**src/design/bscp_div_cell.sv**
```systemverilog
// One quotient bit step of the pipelined restoring divider, for all lanes.
`default_nettype none
module bscp_div_cell #(
    parameter int LANES = 6,
    parameter int DENW = 66,
    parameter int QW = 33,
    parameter int SW = 8
) (
    input  wire logic                        i_clk,
    input  wire logic                        i_en,
    input  wire logic [DENW-1:0]             i_den,
    input  wire logic [LANES-1:0][DENW-1:0]  i_r,
    input  wire logic [LANES-1:0][QW-1:0]    i_nq,
    input  wire logic [SW-1:0]               i_side,
    output logic      [DENW-1:0]             o_den,
    output logic      [LANES-1:0][DENW-1:0]  o_r,
    output logic      [LANES-1:0][QW-1:0]    o_nq,
    output logic      [SW-1:0]               o_side
);
    logic [DENW-1:0]            r_den;
    logic [LANES-1:0][DENW-1:0] r_r, n_r;
    logic [LANES-1:0][QW-1:0]   r_nq, n_nq;
    logic [SW-1:0]              r_side;
    logic [LANES-1:0][DENW:0]   w_t, w_diff;
    logic [LANES-1:0]           w_ge;

    always_comb begin
        for (int l = 0; l < LANES; l++) begin
            w_t[l] = {i_r[l], i_nq[l][QW-1]};
            w_diff[l] = w_t[l] - {1'b0, i_den};
            w_ge[l] = (w_t[l] >= {1'b0, i_den});
            n_r[l] = w_ge[l] ? w_diff[l][DENW-1:0] : w_t[l][DENW-1:0];
            n_nq[l] = {i_nq[l][QW-2:0], w_ge[l]};
        end
    end

    always_ff @(posedge i_clk) begin
        if (i_en) begin
            r_den <= i_den;
            r_r <= n_r;
            r_nq <= n_nq;
            r_side <= i_side;
        end
    end

    assign o_den = r_den;
    assign o_r = r_r;
    assign o_nq = r_nq;
    assign o_side = r_side;
endmodule
`default_nettype wire

```
**config.mk**
```make
export PLATFORM = sky130hd
export DESIGN_NAME = bscp_div_cell
export DESIGN_NICKNAME = d
export VERILOG_FILES = /design/src/design/bscp_div_cell.sv
export SDC_FILE = /design/constraint.sdc
export NUM_CORES = 2
export LEC_CHECK = 0
export BUFFER_PORTS_ARGS = -buffer_cell sky130_fd_sc_hd__buf_2
export CORE_AREA = 4 4 515 517
export CTS_CLUSTER_SIZE = 24
export DETAILED_ROUTE_END_ITERATION = 10
export DIE_AREA = 0 0 519 521
export GPL_TIMING_DRIVEN = 0
export PLACE_DENSITY_LB_ADDON = 0.15
export SYNTH_ARGS = -nofsm -noshare
export SYNTH_HDL_FRONTEND = slang
export SYNTH_SLANG_ARGS = --single-unit
```
**constraint.sdc**
```tcl
create_clock -name i_clk -period 4.8 [get_ports i_clk]
set_input_delay 0.24 -clock i_clk [delete_from_list [all_inputs] [get_ports i_clk]]
set_output_delay 0.24 -clock i_clk [all_outputs]
set_load 0.03 [all_outputs]
```
-- Yosys cells after proc, flatten, opt, wreduce, memory -nomap -nowiden
Index checks and enable logic that the tools add are counted.
- flip-flop bits (word level): 668
- input bits: 670
- word-level logic and storage cells: 32
- muxes and demuxes: 6
- $add $sub $neg: 6
- order comparisons: 6
- operators by type and width (kind ; number):
    $ge 67x66->1 ; 6
    $mux 66 ; 6
    $sub 66x66->66 ; 6

-- Depth between registers and ports, before layout
- depth after elaboration: 2
- mapped depth: 17
- depth with buffers taken out: 15

-- Worst setup path before layout
OpenSTA, ideal clock, no wires.
- path kind: input-to-reg
- start: in i_den[1]
- end: reg r_r (netlist bit o_r[265]) (data pin)
- setup slack: 1.181 ns
- data required time: 4.538 ns
- path buffers: 2
- arrival time: 3.357 ns
- stages on the path: 14
- cells stage by stage: inv_1 ha_1 nor2b_1 o31a_1 o31a_1 o2111ai_2 a21oi_2 a211o_2 a21oi_4 o31ai_4 a31oi_4 buf_6 buf_8 mux2_1
- RTL lines (item ; RTL line ; text):
    start: declaration ; 11 ; input wire logic [DENW-1:0] i_den,
    end signal: assignment ; 40 ; r_r <= n_r;
    end: declaration ; 21 ; logic [LANES-1:0][DENW-1:0] r_r, n_r;

==> impl_results.md <==
* Final Hold Fails at 0
* Post-synth EDFFs at 668
* Power Density at 342.2 mW/mm^2
* Setup slack after layout at -0.003273 ns
* Clk buf depth at 3
* MaxCap Viol Count at 0
* Tightest Pin Transition at 1.193 ns
* Ys async rst share at 0
* CTS Buf Count at 98
* Peak Freq at 0.2082 GHz
* CTS tree: yes
* Worst relative slew slack at 0.1944
* Die W at 519 um
* Fin crit share at 1.001
* Global router's overall resource usage at 0.2166
* Setup-failing EPs final at 1
* CTS Root Cell: clkbuf_16
* Seq cells post-synth at 668
* Failing checks: setup timing
* Yosys warns at 0
* Nets at 8237
* Post-Synthesis Cell Area at 0.04836 mm^2
* Max Slew Vio Count at 0
* Clock transition at the registers of the reported paths at 0.06 ns
* Number of global-route vias before repair at 48140
* Via-to-Cell Ratio at 4.630
* Syn Area/Cell at 9.594 um^2
* Post-synth top flop: edfxtp_1
* Crit path capture type: flop
* Worst Path Arrival at 5.28 ns
* Finished Cell Area at 0.06998 mm^2
* Final ANT Viol Nets at 0
* Critical Setup Path Class: in -> reg
* Layout cells sized above 1 at 0.2461
* CTS H-tree depth at 3
* CTS sink cnt at 668
* Post-DP Area at 0.05954 mm^2
* Synth-to-layout area growth at 44.69%
* Via count at 49580
* Fillers at 28310
* Outcome: complete, but fails checks
* Initial antenna violation count at 94
* DP HPWL at 261900 um
* Critical path fanouts, max at 10
* Worst VDD drop at 0.3014 mV
* DRC at 0
* Port Buffers at 1337
* Largest net degree at the start of global routing at 108
* First-pass GRT wire length at 411700 um
* Cells after Synth at 5041
* Die area at 0.2704 mm^2
* Total Power at 23.95 mW
* Core area at 0.2611 mm^2
* Pre-antenna DRT Iters at 6
* Io pins at 1338
* Worst Path Required at 5.27 ns
* Worst min-delay path class: in -> reg
* Cell variety after synth at 104
* Pleak at 29.38 nW
* Die height at 521 um
* Post-synth net total at 6113
* RSZ-0062 raised after global routing: yes
* Initial detailed-routing violation count at 3662
* RePlAce Congestion at 0.8968
* Crit start category: input port
* Fin crit period at 4.803 ns
* Post-synthesis sequential area ratio at 0.4148
* Routed WL per cell at 28.75 um
* WL final at 307900 um
* Remaining Overflow, GRT at 0
* Rows at 188
* Starting Density at 0.1852
power breakdown:
group / switching, mW / internal, mW / total, mW
logic: 5.81 / 2.78 / 8.59
registers: 0.339 / 7.40 / 7.74
clock network: 3.29 / 4.33 / 7.62
total: 9.44 / 14.5 / 23.9
flip-flops by register name, summed over array words and instances (netlist names):
signal  cells
o_den      66
o_nq      198
o_side      8
o_r       396
cell usage in the layout (no fill, tap or decap), types with 21 or more instances in the layout:
cell / instances
a211oi_1: 32
nor2b_1: 38
and2_1: 21
diode_2: 43
a21oi_1: 543
mux2_2: 62
nand2b_1: 30
nor3_1: 66
nand2_1: 522
xnor2_1: 206
o31ai_1: 25
mux2_1: 25
nand4_1: 144
nor2_1: 332
o21ai_0: 395
o21bai_1: 99
a31oi_1: 39
inv_1: 209
and3_1: 32
o21ai_1: 32
o21a_1: 42
clkbuf_1: 143
ha_1: 396
dlygate4sd3_1: 664
a21o_1: 246
buf_2: 1396
edfxtp_1: 668
xor2_1: 151
o211ai_1: 23
clkbuf_16: 98
clkinvlp_4: 21
nand3_1: 86
worst max-delay path, cell delays in order:
cell and delay (ns):
dlygate4sd3_1 0.53, buf_2 0.13, inv_1 0.50, ha_1 0.37, nand4_1 0.46, nor3_2 0.47
nand4_1 0.53, o31ai_1 0.43, a31oi_1 0.25, and2_1 0.35, clkbuf_1 0.17, buf_6 0.22
buf_6 0.18, mux2_1 0.40
worst paths after layout:
path  startpoint  endpoint  slack, ns  cells after the start
min     i_r[110]  o_r[111]       0.06                      3
max    i_den[31]  o_r[373]     -0.003                     14
metrics by stage:
| stage | util | hold WS, ns | cells | worst slack (ns) | TNS, ns |
|---|---|---|---|---|---|
| 2_1_floorplan | - | 0.3389 | 5041 | 1.181 | 0 |
| 3_3_place_gp | 0.2272 | 0.4165 | 9798 | -9.034 | -6162.30 |
| 3_5_place_dp | 0.2280 | 0.4183 | 9805 | -1.660 | -320.89 |
| 4_1_cts | 0.2669 | 0.02952 | 10660 | 0.01021 | 0 |
| 5_1_grt | 0.2678 | 0.02210 | 10690 | -0.008945 | -0.01189 |
| 6_report | 0.2680 | 0.06135 | 10710 | -0.003273 | -0.003273 |
per-layer routing:
metal  part of all wire  vias up  global-route usage
met5            0.00038        -                   0
met4              0.031       18             0.05849
met3              0.050      322             0.03526
met2               0.48     1770              0.3740
met1               0.43    24320              0.2791
li1                   -    23140                   -
layout make-up:
cell class,count,area [um^2],area share
Clock buffer,106,2482,0.03547
Buffer,227,1090,0.01557
Sequential cell,668,20060,0.2866
Clock inverter,74,823.3,0.01176
Antenna cell,43,107.6,0.001538
Timing Repair Buffer,2024,13750,0.1965
Inverter,223,874.6,0.01250
Multi-Input combinational cell,3923,26520,0.3789
Tap cell,3420,4279,0.06115
cell usage after synthesis (14+ instances only):
library cell	instances	area share
a211oi_1	32	0.0050
a21boi_0	20	0.0031
a21o_1	246	0.038
a21oi_1	545	0.056
a221oi_1	14	0.0025
a31oi_1	40	0.0052
and2_1	21	0.0027
and3_1	32	0.0041
and4_1	16	0.0029
buf_2	62	0.0064
clkbuf_1	136	0.011
edfxtp_1	668	0.41
ha_1	396	0.10
inv_1	219	0.017
mux2_1	25	0.0058
mux2_2	62	0.014
nand2_1	522	0.041
nand2b_1	30	0.0039
nand3_1	86	0.0089
nand4_1	144	0.019
nor2_1	335	0.026
nor2b_1	38	0.0049
nor3_1	68	0.0070
nor4_1	24	0.0031
o211ai_1	23	0.0036
o21a_1	42	0.0065
o21ai_0	397	0.041
o21ai_1	30	0.0031
o21bai_1	99	0.015
o31ai_1	26	0.0040
or3_1	20	0.0026
xnor2_1	206	0.037
xor2_1	151	0.027
timing repair:
item / 4_1_cts / 5_1_grt
hold endpoints to repair: 697 / 0
cloned: 0 / 0
hold buffers: 664 / 0
setup endpoints to repair: 195 / 67
setup buffers: 11 / 5
gates resized for setup: 13 / 25
pin swaps: 0 / 0
kinds of logic after synthesis:
| logic type | count (synthesis) | share of synthesized area |
|---|---|---|
| AO/OA/AOI/OAI | 1680 | 0.2192 |
| AND/OR/NAND/NOR | 1386 | 0.1338 |
| flip-flops | 668 | 0.4148 |
| buffers and inverters | 450 | 0.03971 |
| adder cells (fa/ha/maj) | 402 | 0.1049 |
| XOR/XNOR | 357 | 0.06465 |
| multiplexers | 98 | 0.02295 |
(Power assumes the default switching activity.)
