===== src/design/bscp_sqrt_cell.sv =====
// One digit step of the pipelined integer square root chain.
`default_nettype none
module bscp_sqrt_cell #(
    parameter int SQW = 66,
    parameter int RTW = 33,
    parameter int SW = 8
) (
    input  wire logic           i_clk,
    input  wire logic           i_en,
    input  wire logic [SQW-1:0] i_rad,
    input  wire logic [RTW+1:0] i_rem,
    input  wire logic [RTW-1:0] i_root,
    input  wire logic [SW-1:0]  i_side,
    output logic      [SQW-1:0] o_rad,
    output logic      [RTW+1:0] o_rem,
    output logic      [RTW-1:0] o_root,
    output logic      [SW-1:0]  o_side
);
    localparam int RMW = RTW + 2;

    logic [SQW-1:0] r_rad, n_rad;
    logic [RMW-1:0] r_rem, n_rem;
    logic [RTW-1:0] r_root, n_root;
    logic [SW-1:0]  r_side;
    logic [RMW+1:0] w_t, w_trial, w_diff;
    logic           w_ge;

    always_comb begin
        w_t = {i_rem, i_rad[SQW-1 -: 2]};
        w_trial = {2'b00, i_root, 2'b01};
        w_diff = w_t - w_trial;
        w_ge = (w_t >= w_trial);
        n_rem = w_ge ? w_diff[RMW-1:0] : w_t[RMW-1:0];
        n_root = {i_root[RTW-2:0], w_ge};
        n_rad = {i_rad[SQW-3:0], 2'b00};
    end

    always_ff @(posedge i_clk) begin
        if (i_en) begin
            r_rad <= n_rad;
            r_rem <= n_rem;
            r_root <= n_root;
            r_side <= i_side;
        end
    end

    assign o_rad = r_rad;
    assign o_rem = r_rem;
    assign o_root = r_root;
    assign o_side = r_side;
endmodule
`default_nettype wire


===== config.mk =====
export PLATFORM = sky130hd
export DESIGN_NAME = bscp_sqrt_cell
export DESIGN_NICKNAME = d
export VERILOG_FILES = /design/src/design/bscp_sqrt_cell.sv
export SDC_FILE = /design/constraint.sdc
export NUM_CORES = 1
export LEC_CHECK = 0
export ABC_CLOCK_PERIOD_IN_PS = 3900
export BUFFER_PORTS_ARGS = -buffer_cell sky130_fd_sc_hd__buf_2
export CELL_PAD_IN_SITES_DETAIL_PLACEMENT = 1
export CELL_PAD_IN_SITES_GLOBAL_PLACEMENT = 1
export CORE_MARGIN = 5
export CORE_UTILIZATION = 38
export CTS_CLUSTER_SIZE = 8
export DETAILED_ROUTE_END_ITERATION = 16
export PLACE_DENSITY_LB_ADDON = 0.1
export SLEW_MARGIN = 20
export SYNTH_ARGS = -nofsm -noshare
export SYNTH_HDL_FRONTEND = slang
export SYNTH_SLANG_ARGS = --single-unit

===== constraint.sdc =====
create_clock -name i_clk -period 3.9 [get_ports i_clk]
set_clock_uncertainty 0.05 [all_clocks]
set_input_delay 0.195 -clock i_clk [delete_from_list [all_inputs] [get_ports i_clk]]
set_output_delay 0.195 -clock i_clk [all_outputs]
set_load 0.02 [all_outputs]

# == Word level (Yosys, flattened, before mapping) ==
# Cells that the tools add are included.
# totals
out_inout_bits,142
inputBits,144
wordCells,7
register_bits,140
# classes
add_sub_neg,1
order_cmp,1
muxes,1
# op_table
op,n
$ge 37x35->1,1
$mux 35,1
$sub 35x35->35,1

# == Depth between registers and ports, before layout ==
# logic_depth
word_depth,2
mapped_depth,13
mapped_depth_nobuf,10

# == Worst setup path after synthesis ==
# Ideal clock, no wire load.
# synth_timing
path_kind,input to register
startpoint,input i_root[4]
endpoint,"register r_rem[10], in the netlist o_rem[10], data pin"
setup_slack_ns,1.072
arrival_ns,2.517
n_path_buf,2
path_stages,12
setup_time_ns,0.260
t_required_ns,3.590
cell_sequence,inv_1 -> ha_1 -> o21a_1 -> o211ai_2 -> a311oi_1 -> nor4_2 -> a2111oi_2 -> o21a_2 -> o211a_1 -> buf_6 -> buf_12 -> mux2_4
# synth_between
elab_chain_len,2
word_cells_on_any_way,3
cone_classes,add/sub (1); order compare (1); mux (1)
# synth_lines
item,line,source
start: declaration,12,"input wire logic [RTW-1:0] i_root,"
$sub 35x35->35 or $ge 37x35->1 (tied branches),"31, 32",
$mux 35 *,33,n_rem = w_ge ? w_diff[RMW-1:0] : w_t[RMW-1:0];
via n_rem[10],22,"logic [RMW-1:0] r_rem, n_rem;"
end signal: assignment,41,r_rem <= n_rem;
end: declaration,22,
# Mark *: on every way through the listed nets, which the timed path passes. The rest lies on a longest branch.
# A chain may end at the register's enable or synchronous reset.

# == Final worst setup path ==
# layout_timing
startpoint,input i_root[4]
endpoint,"register r_rem[21], in the netlist o_rem[21], data pin"
# The elaborated chain is that of the path after synthesis.

==> qor.yml <==
yosys:
  netlist.area_leader.share: 0.6122
  yosysSeqAreaShare: 0.6122
  synth_async_sr_flop_share: 0
  synthDistinctLibCells: 57
  dominantRegCellSynth: "edfxtp_1"
  post_synth_inst_count: 496
  synth-edff-count: 140
  yosys_warnings: 0
  post-synth-top-area-cell: "edfxtp_1"
  yosys_register_bits: 140
  synthTopCellsByArea: "edfxtp_1 (61%), ha_1 (6.4%), mux2_4 (5.5%), a21o_1 (2.8%), xnor2_1 (2.4%)"
  synth_area_sq_mm: 0.006867
  synth.avg_cell_area_sq_um: 13.84
timing:
  fin_setup_tns_ns: 0
  slew_violations: 0
  tightest_slew_ns: 0.8279
  grt_setup_unrepaired: "false"
  period_minus_slack_ns: 3.589
  final_min_period_over_clock_period: 0.9204
  finalSetupViolations: 0
  final_number_of_hold_violating_endpoints: 0
  finalWorstSetupSlack_ns: 0.3105
  fmax_mhz: 278.6
  slew-limit-headroom: 0.4481
pwr:
  power.density_mw_per_mm2: 456.9
  leakagePower_nw: 4.601
  ir_worst_vdd_mv: 0.3380
setup_path:
  critical_path_class: "primary input to flip-flop"
  worst_setup_path_startpoint: "i_root[4]"
  crit_arrival_ns: 3.71
  largest_incremental_delay_on_the_critical_path_ns: 0.53
  timing.critical_path.slowest_stage_cell: "dlygate4sd3_1"
  required_time_of_the_critical_path_ns: 4.02
  worstPathCellList: "dlygate4sd3_1 -> buf_2 -> inv_1 -> ha_1 -> o21a_1 -> o211ai_2 -> a311oi_1 -> nor4_2 -> a2111oi_2 -> o21a_2 -> o211a_2 -> buf_12 -> mux2_4"
  critPathLaunchType: "primary input"
  critPathCaptureType: "flip-flop"
  crit_path_max_fanout: 20
finish:
  syn_to_final_growth_pct: 47.74
  finalNetCount: 1069
  share_of_layout_cells_above_drive_strength_1: 0.3998
placement:
  post-place-ws_ns: 0.3956
  io_buffers: 283
  dp_hpwl_mm: 16.33
  globalplace.congestion: 0.8399
clock_tree:
  cts_htree_levels: 4
  cts_tree: "yes"
  cts-root-to-sink-buffers: 2
  hold_buffers: 104
  cts.root.buffer_cell: "clkbuf_16"
  ctsResizeCount: 0
  cts_setup_buffers: 0
  cts_made_buffers: 17
  cts.reportedPaths.clkPinSlew_ns: 0.06
  cts_sink_count: 140
route:
  drtIter0Drc: 270
  remaining_routing_drc_violations: 0
  post_drt_wl_per_cell_um: 20.20
  detail_route.wirelength_mm: 22.91
  dr_total_vias: 5589
  via_per_inst: 4.929
  ant_nets: 0
  drt_first_pass_iters: 5
global_routing:
  maximum_number_of_pins_on_one_net_before_global_route_repair: 89
  groute.layer.met1.usage: 0.2513
  global_route.usage.total: 0.2159
  top_usage_layer: "met2"
  grt_use_met3: 0.05688
  initial_antenna_violation_count: 4
  first_global_vias: 5999
  grt_first_pass_wirelength_mm: 34.42
  global_route.usage.met2: 0.3894
  grt-ovfl-total: 0
floorplan:
  io-pin-count: 286
  die_y_um: 144.4
  chipWidth_um: 144.4
  die-area_sq_mm: 0.02086
  row_count: 49
  initial_core_util: 0.3836
  floorplan.core_area_sq_mm: 0.01790
flow_run:
  cap_viol_max_count: 0
run_status:
  run_status: "finished, final reports clean"
hold_path:
  hold_path_class: "primary input to flip-flop"
  min_from: "i_rem[10]"
[layout make-up]
type | count | area, sq um
multi-input combinational | 298 | 2380
tap | 229 | 286.5
inverter | 41 | 153.9
timing repair buffer | 392 | 2526
sequential | 140 | 4204
clock buffer | 18 | 429.2
antenna | 2 | 5.005
fill | 1912 | 7757
clock inverter | 14 | 160.2
[layout by cell type (no fill, tap or decap), types with 3 or more instances in the layout]
master         instances
inv_1                 41
nand3_1                9
ha_1                  35
xnor2_1               19
mux2_4                25
nor2b_1                4
inv_6                  4
o21bai_1               3
xor2_1                14
clkbuf_16             17
a31o_2                 3
o21ai_0               12
o221ai_1               4
mux2i_1                3
nor2_1                22
buf_4                  3
o21a_1                 3
and3_1                 4
buf_2                282
mux2_2                 6
a21oi_1               30
clkinvlp_4             4
nand2_1               25
nand4_1                8
dlygate4sd3_1        104
a21o_1                26
edfxtp_1             140
[per-stage QoR]
stage / hold WS, ns / total power, W / utilization / area (sq um) / cells
global placement: 0.3230 / 0.002905 / 0.4753 / 8509 / 996
floorplan: 0.2439 / 0.002561 / - / 6870 / 497
detailed placement: 0.3238 / 0.002929 / 0.4753 / 8509 / 996
finish: 0.04341 / 0.004635 / 0.5667 / 10140 / 1134
global route: 0.02120 / 0.004849 / 0.5667 / 10140 / 1134
CTS: 0.02070 / 0.004673 / 0.5664 / 10140 / 1132
[sequential cells by signal (all words and copies together), names as in the netlist]
register  cells
o_rad        64
o_rem        35
o_root       33
o_side        8
[routing by layer]
metal	wire length, um	vias to the layer above	share of wire
li1	-	2650	-
met1	9022	2706	0.39
met2	11800	199	0.51
met3	1707	30	0.075
met4	346	4	0.015
met5	34	-	0.0015
[where the power goes]
group,total (W),switching [W],internal (W)
registers,0.00189,0.0000443,0.00185
logic,0.00109,0.000614,0.000480
clock network,0.00165,0.000693,0.000957
[cells in the mapped netlist, drive strengths merged (3+ instances only)]
cell	number
a21o	26
nand2	25
inv	41
o221ai	4
a21oi	30
clkbuf	10
nor2b	4
ha	35
xor2	14
mux2i	3
xnor2	19
and3	4
nand4	8
a31o	4
nor4	3
o211ai	3
nand3	9
edfxtp	140
buf	8
o21bai	3
mux2	31
nor2	22
o21ai	13
o21a	4
[critical path: cells and delay by family]
family | cells | cell delay [ns]
AOI/OAI and AO/OA | 6 | 1.71
and+or+nand+nor | 1 | 0.14
adders and majority gates | 1 | 0.38
muxes | 1 | 0.32
buffers and inverters | 4 | 0.93
[final timing paths]
path / endpoint / cells past startpoint / slack (ns)
worst max-delay path: o_rem[21]$_DFFE_PP_ / 13 / 0.31
worst min-delay path: o_rem[12]$_DFFE_PP_ / 2 / 0.04
[cells by family (layout without fill, tap and decap cells)]
kind of cell	after synthesis	count (layout)	share of synthesized area
xor+xnor	33	33	0.04209
buf+inv	59	465	0.04173
mux	34	34	0.06888
simple gates	87	87	0.06177
other cells	1	4	0.0005461
compound gates	107	107	0.1090
fa+ha+maj	35	35	0.06378
flops	140	140	0.6122
Power figures use the tool's default switching activity.
